===== config.mk =====
export PLATFORM = sky130hd
export DESIGN_NAME = led_gradient_wave_generator_flat
export DESIGN_NICKNAME = d
export VERILOG_FILES = /design/src/rtl/lgw_pkg.sv /design/src/rtl/lgw_tick_if.sv /design/src/rtl/lgw_pixel_if.sv /design/src/rtl/led_gradient_wave_generator.sv /design/src/flat_wrapper.sv
export SDC_FILE = /design/constraint.sdc
export NUM_CORES = 1
export LEC_CHECK = 0
export BUFFER_PORTS_ARGS = -buffer_cell sky130_fd_sc_hd__buf_2
export CORE_ASPECT_RATIO = 0.9
export CORE_UTILIZATION = 60
export CTS_BUF_LIST = sky130_fd_sc_hd__clkbuf_4 sky130_fd_sc_hd__clkbuf_8
export CTS_CLUSTER_SIZE = 40
export DETAILED_ROUTE_END_ITERATION = 12
export PLACE_DENSITY = 0.83
export RECOVER_POWER = 25
export SLEW_MARGIN = 20
export SYNTH_ARGS = -nofsm -noshare
export SYNTH_HDL_FRONTEND = slang
export SYNTH_SLANG_ARGS = --single-unit

===== constraint.sdc =====
create_clock -name clk -period 21.1 [get_ports clk]
set_clock_uncertainty 0.15 [all_clocks]
set_input_delay 1.055 -clock clk [delete_from_list [all_inputs] [get_ports clk]]
set_output_delay 1.055 -clock clk [all_outputs]
set_load 0.01 [all_outputs]

===== src/rtl/lgw_pkg.sv =====
// Shared widths, register indexes, fixed-point constants and sequencer states.
package lgw_pkg;

	localparam int MS_W       = 8;
	localparam int IDX_W      = 5;
	localparam int CH_W       = 8;
	localparam int COLOR_W    = 24;
	localparam int CFG_IDX_W  = 3;
	localparam int CFG_DATA_W = 24;
	localparam int COUNT_W    = 9;
	localparam int PHASE_W    = 16;
	localparam int RATIO_W    = 17;
	localparam int SPEED_W    = 8;
	localparam int SLOW_W     = 9;
	localparam int MUL_A_W    = 17;
	localparam int MUL_B_W    = 18;
	localparam int PROD_W     = MUL_A_W + MUL_B_W;
	localparam int MAX_OUT    = 32;

	localparam logic [CFG_IDX_W-1:0] REG_COLOR_LIGHT  = 3'd0;
	localparam logic [CFG_IDX_W-1:0] REG_COLOR_MID    = 3'd1;
	localparam logic [CFG_IDX_W-1:0] REG_COLOR_DARK   = 3'd2;
	localparam logic [CFG_IDX_W-1:0] REG_SPEED_Q6     = 3'd3;
	localparam logic [CFG_IDX_W-1:0] REG_REVERSE_FLOW = 3'd4;
	localparam logic [CFG_IDX_W-1:0] REG_REVERSE_SLOW = 3'd5;

	localparam logic [COLOR_W-1:0] COLOR_LIGHT_RST = 24'h90EE90;
	localparam logic [COLOR_W-1:0] COLOR_MID_RST   = 24'h00FF00;
	localparam logic [COLOR_W-1:0] COLOR_DARK_RST  = 24'h006400;
	localparam logic [SPEED_W-1:0] SPEED_MIN       = 8'd64;
	localparam logic [SPEED_W-1:0] SPEED_MAX       = 8'd192;
	localparam logic [SLOW_W-1:0]  SLOW_MAX        = 9'd256;
	localparam logic [SLOW_W-1:0]  SLOW_RST        = 9'd128;

	// segment bounds of the phase, Q0.16, rounded up
	localparam logic [PHASE_W-1:0] BOUND_1 = 16'd9307;
	localparam logic [PHASE_W-1:0] BOUND_2 = 16'd18678;
	localparam logic [PHASE_W-1:0] BOUND_3 = 16'd28050;
	localparam logic [PHASE_W-1:0] BOUND_4 = 16'd37422;
	localparam logic [PHASE_W-1:0] BOUND_5 = 16'd46793;

	localparam logic [RATIO_W-1:0] RATIO_ONE    = 17'd65536;
	// frame period is floor(INTERVAL_NUM / speed) ms
	localparam logic [PROD_W-1:0]  INTERVAL_NUM = 35'd1920;
	localparam logic [MUL_B_W-1:0] FWD_SCALE    = 18'd512;
	// x / 25 == (x * RECIP_25) >> RECIP_SHIFT for x below 199728
	localparam logic [MUL_B_W-1:0] RECIP_25     = 18'd167773;
	localparam int                 RECIP_SHIFT  = 22;

	typedef enum logic [10:0] {
		S_IDLE   = 11'b000_0000_0001,
		S_CHECK  = 11'b000_0000_0010,
		S_DECIDE = 11'b000_0000_0100,
		S_PIX    = 11'b000_0000_1000,
		S_RED    = 11'b000_0001_0000,
		S_GRN    = 11'b000_0010_0000,
		S_BLU    = 11'b000_0100_0000,
		S_FIN    = 11'b000_1000_0000,
		S_STEP1  = 11'b001_0000_0000,
		S_STEP2  = 11'b010_0000_0000,
		S_STEP3  = 11'b100_0000_0000
	} state_t;

endpackage


===== src/rtl/lgw_tick_if.sv =====
// Input channel: elapsed milliseconds per timer tick.
interface lgw_tick_if import lgw_pkg::*; ();
	logic            valid;
	logic            ready;
	logic [MS_W-1:0] elapsed_ms;

	modport source (output valid, output elapsed_ms, input ready);
	modport sink (input valid, input elapsed_ms, output ready);
endinterface


===== src/rtl/lgw_pixel_if.sv =====
// Output channel: one LED colour per transfer.
interface lgw_pixel_if import lgw_pkg::*; ();
	logic             valid;
	logic             ready;
	logic [IDX_W-1:0] led_index;
	logic [CH_W-1:0]  red;
	logic [CH_W-1:0]  green;
	logic [CH_W-1:0]  blue;
	logic             last_of_frame;

	modport source (output valid, output led_index, output red, output green, output blue,
		output last_of_frame, input ready);
	modport sink (input valid, input led_index, input red, input green, input blue,
		input last_of_frame, output ready);
endinterface


===== src/rtl/led_gradient_wave_generator.sv =====
// Top level: LED gradient wave generator with one shared multiplier under a sequencer.
//
//   channel  dir  payload                                  transfer when
//   tick     in   elapsed_ms                               tick.valid & tick.ready
//   pixel    out  led_index, red, green, blue, last_of_frame pixel.valid & pixel.ready
//   cfg      in   cfg_index, cfg_data                      cfg_we
//
// A tick that starts no frame passes S_CHECK and S_DECIDE and returns to idle. A tick that
// emits n LEDs (n up to 32) runs each LED through S_PIX, S_RED, S_GRN, S_BLU and S_FIN, and
// skips the check when it carries on a frame longer than 32 LEDs; a frame end adds S_STEP1 to
// S_STEP3 (wave offset update). The single multiplier is used once per channel of each LED.
// tick.ready is high only while the sequencer is idle. A full output register stalls
// the sequencer in its final LED cycle. arst_n clears all control state at once.
module led_gradient_wave_generator import lgw_pkg::*; #(
	parameter int LEDS = 32
) (
	input  logic                  clk,
	input  logic                  arst_n,
	lgw_tick_if.sink              tick,
	lgw_pixel_if.source           pixel,
	input  logic                  cfg_we,
	input  logic [CFG_IDX_W-1:0]  cfg_index,
	input  logic [CFG_DATA_W-1:0] cfg_data
);

	localparam int CUR_W = (LEDS > 1) ? $clog2(LEDS) : 1;
	localparam int REM_W = 7;
	localparam int QSTEP = 65536 / LEDS;
	localparam int RSTEP = 65536 % LEDS;
	localparam logic [CUR_W-1:0]   CUR_LAST = CUR_W'(LEDS - 1);
	localparam logic [PHASE_W-1:0] Q_INC    = PHASE_W'(QSTEP);
	localparam logic [REM_W-1:0]   R_INC    = REM_W'(RSTEP);
	localparam logic [REM_W-1:0]   R_WRAP   = REM_W'(LEDS);

	state_t state_q, state_d;

	logic [COLOR_W-1:0] light_q, mid_q, dark_q;
	logic [SPEED_W-1:0] speed_q;
	logic               reverse_q;
	logic [SLOW_W-1:0]  slow_q;

	logic [PHASE_W-1:0] offset_q;
	logic [COUNT_W-1:0] count_q;
	logic [CUR_W-1:0]   cursor_q;
	logic [4:0]         batch_q;
	logic [PHASE_W-1:0] base_q;
	logic [REM_W-1:0]   rem_q;

	logic [COLOR_W-1:0] c1_q, c2_q;
	logic [RATIO_W-1:0] ratio_q;
	logic [CH_W-1:0]    red_q, grn_q;
	logic [PROD_W-1:0]  prod_q;

	logic               out_valid_q;
	logic [IDX_W-1:0]   out_idx_q;
	logic [CH_W-1:0]    out_red_q, out_grn_q, out_blu_q;
	logic               out_last_q;

	function automatic logic [CH_W-1:0] byte_of(input logic [COLOR_W-1:0] c,
			input logic [1:0] k);
		case (k)
			2'd0:    byte_of = c[23:16];
			2'd1:    byte_of = c[15:8];
			default: byte_of = c[7:0];
		endcase
	endfunction

	// |b - a| for the channel, the operand of the blend multiply
	function automatic logic [CH_W-1:0] chan_diff(input logic [CH_W-1:0] a,
			input logic [CH_W-1:0] b);
		chan_diff = (b >= a) ? (b - a) : (a - b);
	endfunction

	// truncated blend from the registered product (diff * ratio)
	function automatic logic [CH_W-1:0] chan_fin(input logic [CH_W-1:0] a,
			input logic [CH_W-1:0] b, input logic [PROD_W-1:0] p);
		logic [23:0] up;
		up = p[23:0] + 24'hFFFF;
		if (b >= a) chan_fin = a + p[23:16];
		else        chan_fin = a - up[23:16];
	endfunction

	// tick accept and saturating count
	logic              tick_xfer;
	logic [COUNT_W:0]  count_sum;
	assign tick.ready = (state_q == S_IDLE);
	assign tick_xfer  = tick.valid && tick.ready;
	assign count_sum  = {1'b0, count_q} + {{(COUNT_W + 1 - MS_W){1'b0}}, tick.elapsed_ms};

	// segment selection for the current LED
	logic [PHASE_W-1:0] pos;
	logic [PHASE_W-1:0] seg_start;
	logic [COLOR_W-1:0] seg_c1, seg_c2;
	logic               seg_hold;
	logic [PHASE_W-1:0] rel;
	logic [18:0]        ratio7;
	logic [RATIO_W-1:0] seg_ratio;

	always_comb begin
		pos       = base_q + offset_q;
		seg_start = '0;
		seg_c1    = mid_q;
		seg_c2    = mid_q;
		seg_hold  = 1'b0;
		if (pos < BOUND_1) begin
			seg_c1 = light_q;
			seg_c2 = mid_q;
		end else if (pos < BOUND_2) begin
			seg_hold = 1'b1;
		end else if (pos < BOUND_3) begin
			seg_c1    = mid_q;
			seg_c2    = dark_q;
			seg_start = BOUND_2;
		end else if (pos < BOUND_4) begin
			seg_c1    = dark_q;
			seg_c2    = mid_q;
			seg_start = BOUND_3;
		end else if (pos < BOUND_5) begin
			seg_hold = 1'b1;
		end else begin
			seg_c1    = mid_q;
			seg_c2    = light_q;
			seg_start = BOUND_5;
		end
		rel    = pos - seg_start;
		ratio7 = ({3'b000, rel} << 3) - {3'b000, rel};
		if (seg_hold)                       seg_ratio = '0;
		else if (ratio7 > 19'(RATIO_ONE))   seg_ratio = RATIO_ONE;
		else                                seg_ratio = ratio7[RATIO_W-1:0];
	end

	// shared multiplier operand select
	logic               mul_en;
	logic [MUL_A_W-1:0] mul_a;
	logic [MUL_B_W-1:0] mul_b;
	logic [1:0]         issue_ch;

	always_comb begin
		mul_en   = 1'b1;
		mul_a    = '0;
		mul_b    = '0;
		issue_ch = 2'd0;
		case (state_q)
			S_CHECK: begin
				mul_a = {{(MUL_A_W - COUNT_W){1'b0}}, count_q} + MUL_A_W'(1);
				mul_b = {{(MUL_B_W - SPEED_W){1'b0}}, speed_q};
			end
			S_RED, S_GRN, S_BLU: begin
				issue_ch = (state_q == S_RED) ? 2'd0 : (state_q == S_GRN) ? 2'd1 : 2'd2;
				mul_a = {{(MUL_A_W - CH_W){1'b0}},
					chan_diff(byte_of(c1_q, issue_ch), byte_of(c2_q, issue_ch))};
				mul_b = {1'b0, ratio_q};
			end
			S_STEP1: begin
				mul_a = {{(MUL_A_W - SPEED_W){1'b0}}, speed_q};
				mul_b = reverse_q ? {{(MUL_B_W - SLOW_W){1'b0}}, slow_q} : FWD_SCALE;
			end
			S_STEP2: begin
				mul_a = reverse_q ? {prod_q[MUL_A_W-2:0], 1'b0} : prod_q[MUL_A_W-1:0];
				mul_b = RECIP_25;
			end
			default: mul_en = 1'b0;
		endcase
	end

	always_ff @(posedge clk) begin
		if (mul_en) prod_q <= PROD_W'(mul_a) * PROD_W'(mul_b);
	end

	logic [CH_W-1:0]    fin_ch;
	logic [1:0]         fin_sel;
	logic [12:0]        step;
	logic               load;
	logic               frame_last;

	always_comb begin
		fin_sel    = (state_q == S_GRN) ? 2'd0 : (state_q == S_BLU) ? 2'd1 : 2'd2;
		fin_ch     = chan_fin(byte_of(c1_q, fin_sel), byte_of(c2_q, fin_sel), prod_q);
		step       = prod_q[RECIP_SHIFT+12:RECIP_SHIFT];
		load       = (state_q == S_FIN) && (!out_valid_q || pixel.ready);
		frame_last = (cursor_q == CUR_LAST);
	end

	// sequencer
	always_comb begin
		state_d = state_q;
		unique case (state_q)
			S_IDLE:   if (tick_xfer) state_d = (cursor_q != '0) ? S_PIX : S_CHECK;
			S_CHECK:  state_d = S_DECIDE;
			S_DECIDE: state_d = (prod_q > INTERVAL_NUM) ? S_PIX : S_IDLE;
			S_PIX:    state_d = S_RED;
			S_RED:    state_d = S_GRN;
			S_GRN:    state_d = S_BLU;
			S_BLU:    state_d = S_FIN;
			S_FIN: begin
				if (load) begin
					if (frame_last)                    state_d = S_STEP1;
					else if (batch_q == 5'(MAX_OUT - 1)) state_d = S_IDLE;
					else                               state_d = S_PIX;
				end
			end
			S_STEP1:  state_d = S_STEP2;
			S_STEP2:  state_d = S_STEP3;
			S_STEP3:  state_d = S_IDLE;
			default:  state_d = S_IDLE;
		endcase
	end

	always_ff @(posedge clk or negedge arst_n) begin
		if (!arst_n) begin
			state_q  <= S_IDLE;
			offset_q <= '0;
			count_q  <= '0;
			cursor_q <= '0;
			batch_q  <= '0;
			base_q   <= '0;
			rem_q    <= '0;
		end else begin
			state_q <= state_d;
			if (tick_xfer) begin
				count_q <= count_sum[COUNT_W] ? {COUNT_W{1'b1}} : count_sum[COUNT_W-1:0];
				batch_q <= '0;
			end
			if (state_q == S_DECIDE && prod_q > INTERVAL_NUM) begin
				count_q <= '0;
				base_q  <= '0;
				rem_q   <= '0;
			end
			if (load) begin
				batch_q <= batch_q + 5'd1;
				if (frame_last) begin
					cursor_q <= '0;
				end else begin
					cursor_q <= cursor_q + CUR_W'(1);
					if (rem_q + R_INC >= R_WRAP) begin
						base_q <= base_q + Q_INC + PHASE_W'(1);
						rem_q  <= rem_q + R_INC - R_WRAP;
					end else begin
						base_q <= base_q + Q_INC;
						rem_q  <= rem_q + R_INC;
					end
				end
			end
			if (state_q == S_STEP3) begin
				if (reverse_q) offset_q <= offset_q - {3'b000, step};
				else           offset_q <= offset_q + {3'b000, step};
			end
		end
	end

	// per-LED working registers
	always_ff @(posedge clk) begin
		if (state_q == S_PIX) begin
			c1_q    <= seg_c1;
			c2_q    <= seg_c2;
			ratio_q <= seg_ratio;
		end
		if (state_q == S_GRN) red_q <= fin_ch;
		if (state_q == S_BLU) grn_q <= fin_ch;
	end

	// configuration registers
	always_ff @(posedge clk or negedge arst_n) begin
		if (!arst_n) begin
			light_q   <= COLOR_LIGHT_RST;
			mid_q     <= COLOR_MID_RST;
			dark_q    <= COLOR_DARK_RST;
			speed_q   <= SPEED_MIN;
			reverse_q <= 1'b0;
			slow_q    <= SLOW_RST;
		end else if (cfg_we) begin
			unique case (cfg_index)
				REG_COLOR_LIGHT:  light_q <= cfg_data;
				REG_COLOR_MID:    mid_q   <= cfg_data;
				REG_COLOR_DARK:   dark_q  <= cfg_data;
				REG_SPEED_Q6: begin
					if (cfg_data[7:0] < SPEED_MIN)      speed_q <= SPEED_MIN;
					else if (cfg_data[7:0] > SPEED_MAX) speed_q <= SPEED_MAX;
					else                                speed_q <= cfg_data[7:0];
				end
				REG_REVERSE_FLOW: reverse_q <= cfg_data[0];
				REG_REVERSE_SLOW: slow_q <= (cfg_data[8:0] > SLOW_MAX) ? SLOW_MAX : cfg_data[8:0];
				default: ;
			endcase
		end
	end

	// output register
	always_ff @(posedge clk or negedge arst_n) begin
		if (!arst_n) begin
			out_valid_q <= 1'b0;
		end else if (load) begin
			out_valid_q <= 1'b1;
		end else if (pixel.ready) begin
			out_valid_q <= 1'b0;
		end
	end

	always_ff @(posedge clk) begin
		if (load) begin
			out_idx_q  <= IDX_W'(cursor_q);
			out_red_q  <= red_q;
			out_grn_q  <= grn_q;
			out_blu_q  <= fin_ch;
			out_last_q <= frame_last;
		end
	end

	assign pixel.valid         = out_valid_q;
	assign pixel.led_index     = out_idx_q;
	assign pixel.red           = out_red_q;
	assign pixel.green         = out_grn_q;
	assign pixel.blue          = out_blu_q;
	assign pixel.last_of_frame = out_last_q;

	// checks
	a_load_shows: assert property (@(posedge clk) disable iff (!arst_n)
		load |=> pixel.valid)
		else $error("loaded pixel not presented");

	a_last_index: assert property (@(posedge clk) disable iff (!arst_n)
		(pixel.valid && pixel.last_of_frame) |-> (pixel.led_index == IDX_W'(LEDS - 1)))
		else $error("frame end flagged on wrong LED");

	a_offset_hold: assert property (@(posedge clk) disable iff (!arst_n)
		(state_q != S_STEP3) |=> $stable(offset_q))
		else $error("wave offset moved outside the offset update");

	a_frame_end_step: assert property (@(posedge clk) disable iff (!arst_n)
		(load && frame_last) |=> (state_q == S_STEP1 && cursor_q == '0))
		else $error("frame end did not start the offset update");

endmodule


===== src/flat_wrapper.sv =====
// flat-port wrapper written by rule: the top's interface ports become plain ports
module led_gradient_wave_generator_flat import lgw_pkg::*;
#(
	parameter int LEDS = 32
)
  (clk, arst_n, cfg_we, cfg_index, cfg_data, tick_valid, tick_elapsed_ms, tick_ready, pixel_valid, pixel_led_index, pixel_red, pixel_green, pixel_blue, pixel_last_of_frame, pixel_ready);
  lgw_tick_if tick_i ();
  lgw_pixel_if pixel_i ();
  input  logic clk;
  input  logic arst_n;
  input  logic cfg_we;
  input  logic [CFG_IDX_W-1:0] cfg_index;
  input  logic [CFG_DATA_W-1:0] cfg_data;
  input wire logic [$bits(tick_i.valid)-1:0] tick_valid;
  input wire logic [$bits(tick_i.elapsed_ms)-1:0] tick_elapsed_ms;
  output wire logic [$bits(tick_i.ready)-1:0] tick_ready;
  output wire logic [$bits(pixel_i.valid)-1:0] pixel_valid;
  output wire logic [$bits(pixel_i.led_index)-1:0] pixel_led_index;
  output wire logic [$bits(pixel_i.red)-1:0] pixel_red;
  output wire logic [$bits(pixel_i.green)-1:0] pixel_green;
  output wire logic [$bits(pixel_i.blue)-1:0] pixel_blue;
  output wire logic [$bits(pixel_i.last_of_frame)-1:0] pixel_last_of_frame;
  input wire logic [$bits(pixel_i.ready)-1:0] pixel_ready;
  assign tick_i.valid = tick_valid;
  assign tick_i.elapsed_ms = tick_elapsed_ms;
  assign tick_ready = tick_i.ready;
  assign pixel_valid = pixel_i.valid;
  assign pixel_led_index = pixel_i.led_index;
  assign pixel_red = pixel_i.red;
  assign pixel_green = pixel_i.green;
  assign pixel_blue = pixel_i.blue;
  assign pixel_last_of_frame = pixel_i.last_of_frame;
  assign pixel_i.ready = pixel_ready;
  led_gradient_wave_generator #(.LEDS(LEDS)) u_core (.clk(clk), .arst_n(arst_n), .tick(tick_i), .pixel(pixel_i), .cfg_we(cfg_we), .cfg_index(cfg_index), .cfg_data(cfg_data));
endmodule

==> summary.txt <==
Pwr
  • Switching Share: 40.6%
  • Max IR drop VDD: 0.0826 mV
  • Leakage power: 14.5 nW
  • Pwr dens: 85.3 nW/µm²
  • Clock network fraction of design power: 22.6%
  • P_sw: 1.05 mW
  • Sequential share of power: 32.3%
  • Cell-internal power: 1.54 mW
  • Comb power frac: 45.0%

GRT
  • Grt ovf: 0
  • First-pass GRT wire length: 117000 µm
  • GRT Util Overall: 31.0%
  • M2 GR Usage: 50.6%
  • Initial antenna violation count: 1
  • Largest net degree at the start of global routing: 101
  • Busiest grt layer: met2
  • Met1 Resource Use GR: 41.8%
  • Grt met3 use: 4.93%
  • Vias in the first global route: 22.7k

Finish
  • Filler cells: 3526
  • Register area: 8290 µm²
  • # diodes: 0
  • Fin cells: 3705
  • Share of layout cells above drive strength 1: 11.6%
  • Layout overhead on the synthesized area: 8.16%
  • Fin nets: 3558
  • Multi-input gate area: 18000 µm²

STA
  • Post-route setup slack: 7.63 ns
  • Final Hold Fails: 0
  • Rel. slew slack: -259%
  • Highest clock rate: 0.0742 GHz
  • Finish-stage setup viols: 0
  • RSZ-0062 raised after global routing: false
  • Least-Margin Pin Slew: 5.38 ns
  • Period utilization: 63.9%
  • Fin crit period: 13.47 ns
  • Max-slew violations: 151
  • Setup_tns: 0 ns

Critical path
  • CP peak stage delay: 0.88 ns
  • Critical Path End Type: register
  • CP max-delay cell: a21oi_1
  • WP data arrival: 13.71 ns
  • Startpoint Class: register
  • CP Max Fanout: 30
  • Worst Path Class, Setup: reg2reg
  • WP data required: 21.33 ns

Yosys
  • Synth area leader: fa_1
  • Cell with the most instances after synthesis: inv_1
  • Post-Syn Area: 28100 µm²
  • Post-synthesis area per instance: 9.57 µm²
  • Mux contribution to synthesized area: 4.99%
  • Adder-Cell Fraction of Synth Area: 27.2%
  • Post-synth top area share: 17.5%
  • Synth top area cells: fa_1 18%, edfxtp_1 16%, dfrtp_1 12%
  • Synth async-reset ratio: 51.5%
  • Post-Synth Simple-Gate Area: 14.2%
  • YS warnings: 0
  • Main synth FF type: edfxtp_1
  • Post-synthesis compound-gate area fraction: 12.6%
  • Top cells by count, synth: 448 x inv_1, 291 x nor2_1, 266 x nand2_1
  • Main combinational cell family by area after synthesis: adder cells
  • Seq cells post-synth: 301
  • Post-Synth XOR/XNOR Area: 4.01%
  • Number of distinct library cells after synthesis: 106
  • Post-Syn Instances: 2935
  • Count of flip-flops with a built-in enable after synthesis: 146
  • Register area share after synthesis: 29.5%

Clocking
  • Clk root buf: clkbuf_8
  • Clk Latency, worst-skew pair: 0.66 ns
  • Cts-stage hold buffer count: 0
  • TritonCTS buffer count: 51
  • Clock slew at reported path FFs: 0.07 ns
  • Sink Count: 301
  • CTS tree: done
  • Number of H-tree levels: 2
  • CTS resizes: 0
  • Post-CTS setup repair buffer count: 0
  • Clock buffer depth: 3

Floorplan
  • Initial core utilization: 61.3%
  • DIE WIDTH: 230 µm
  • Die H: 207 µm
  • IO Pins: 72
  • Die ar.: 47700 µm²
  • Core ar.: 45800 µm²
  • Row count: 74

Routing
  • DR vias: 22.1k
  • Drt pass-1 iters: 6
  • Wire per inst: 19.6 µm
  • 1st-iter DRT viols: 1852
  • Final wirelength: 72600 µm
  • DRC viols: 0
  • Post-DR vias/cell: 5.96
  • Antenna Violating Nets Remaining: 0

Hold path
  • Worst hold path class: reg2reg

Outcome
  • Failing checks: capacitance limit, slew limit
  • Status: finished, violations left

Run
  • Max-cap violations: 3

Placed design
  • Inst Count DP: 3609
  • Port Buffers: 71
  • DP Wirelength: 56600 µm
  • DP Worst Slack: 7.96 ns
  • Gpl congestion: 0.957
==> cells by family (layout without fill, tap and decap cells) <==
| family | after synthesis | in the layout |
|---|---|---|
| DFF | 301 | 301 |
| adders and majority gates | 464 | 464 |
| muxes | 129 | 129 |
| AOI/OAI and AO/OA | 524 | 524 |
| xor gates and xnor gates | 124 | 124 |
| other | 2 | 57 |
| buffers and inverters | 537 | 644 |
| and+or+nand+nor | 854 | 854 |
==> per-stage QoR <==
stage	power [mW]	util [%]	area [µm²]	hold WS (ns)
floorplan	1.68	-	28300	0.250
global placement	1.94	63.8	29300	0.251
detailed placement	1.98	63.8	29300	0.255
CTS	2.58	66.4	30400	0.249
global route	2.75	66.3	30400	0.267
finish	2.59	66.3	30400	0.258
==> final cells by class <==
class | instances | share of cell area (%)
sequential | 301 | 27.3
clock inverter | 25 | 0.885
inverter | 450 | 5.57
clock buffer | 71 | 2.89
multi-input combinational | 2152 | 59.1
tap | 608 | 2.50
timing repair buffer | 98 | 1.80
==> layer usage <==
| layer | routed length [µm] | vias up |
|---|---|---|
| li1 | - | 10100 |
| met1 | 30400 | 10900 |
| met2 | 34200 | 970 |
| met3 | 5600 | 167 |
| met4 | 2370 | 2 |
| met5 | 13 | - |
==> worst max-delay path: cells and delay by family, from the launching register on <==
kind,cells,cell delay [ns]
fa+ha+maj,8,3.85
mux,2,0.63
flops,1,0.40
compound gates,9,3.80
buf+inv,8,1.38
simple gates,14,3.00
==> flip-flops by register name, summed over array words and instances (netlist names), 5 cells and up <==
register and flops:
u_core.prod_q 35, u_core.c1_q 24, u_core.c2_q 24, u_core.dark_q 24
u_core.light_q 24, u_core.mid_q 24, u_core.ratio_q 17, u_core.base_q 16
u_core.offset_q 16, u_core.state_q 11, u_core.count_q 9, u_core.slow_q 9
u_core.grn_q 8, u_core.pixel.blue 8, u_core.pixel.green 8, u_core.pixel.red 8
u_core.red_q 8, u_core.speed_q 8, u_core.batch_q 5, u_core.cursor_q 5
u_core.pixel.led_index 5
==> final timing paths <==
check	from	endpoint	slack, ns	depth (start not counted)
setup / recovery	u_core.state_q[4]$_DFFE_PN0P_	u_core.prod_q[34]$_DFFE_PP_	7.63	41
min in group asynchronous	arst_n	u_core.count_q[6]$_DFFE_PN0P_	2.19	1
hold / removal	u_core.grn_q[4]$_DFFE_PP_	u_core.pixel.green[4]$_DFFE_PP_	0.26	0
max in group asynchronous	arst_n	u_core.dark_q[20]$_DFFE_PN0P_	15.53	1
hold reg to reg	u_core.grn_q[4]$_DFFE_PP_	u_core.pixel.green[4]$_DFFE_PP_	0.26	0
setup reg to reg	u_core.state_q[4]$_DFFE_PN0P_	u_core.prod_q[34]$_DFFE_PP_	7.63	41
==> power by group through the flow <==
| stage | logic [mW] | clock network (mW) | registers, mW |
|---|---|---|---|
| 3_5_place_dp | 1.14 | 0 | 0.844 |
| 5_1_grt | 1.29 | 0.621 | 0.845 |
| 3_3_place_gp | 1.10 | 0 | 0.838 |
| 6_report | 1.17 | 0.586 | 0.838 |
| 2_1_floorplan | 0.871 | 0 | 0.812 |
| 4_1_cts | 1.15 | 0.596 | 0.834 |
==> cells in the final DEF, fill, tap and decap left out, drive strengths merged, types with 14 or more instances in the layout <==
| cell | count |
|---|---|
| nand2b | 47 |
| o31ai | 15 |
| and2 | 17 |
| o21a | 14 |
| clkinv | 21 |
| ha | 218 |
| mux2 | 88 |
| buf | 93 |
| nor3 | 27 |
| o22ai | 29 |
| xor2 | 35 |
| a21oi | 129 |
| a31oi | 20 |
| nand2 | 266 |
| dfstp | 24 |
| o21ai | 115 |
| mux2i | 41 |
| conb | 57 |
| dfrtp | 131 |
| a21o | 44 |
| a22oi | 29 |
| nor2b | 22 |
| nand3 | 54 |
| nor2 | 293 |
| xnor2 | 89 |
| inv | 447 |
| a211oi | 17 |
| or2 | 22 |
| clkbuf | 76 |
| o21bai | 14 |
| and3 | 27 |
| edfxtp | 146 |
| fa | 246 |
(Power assumes the default switching activity.)
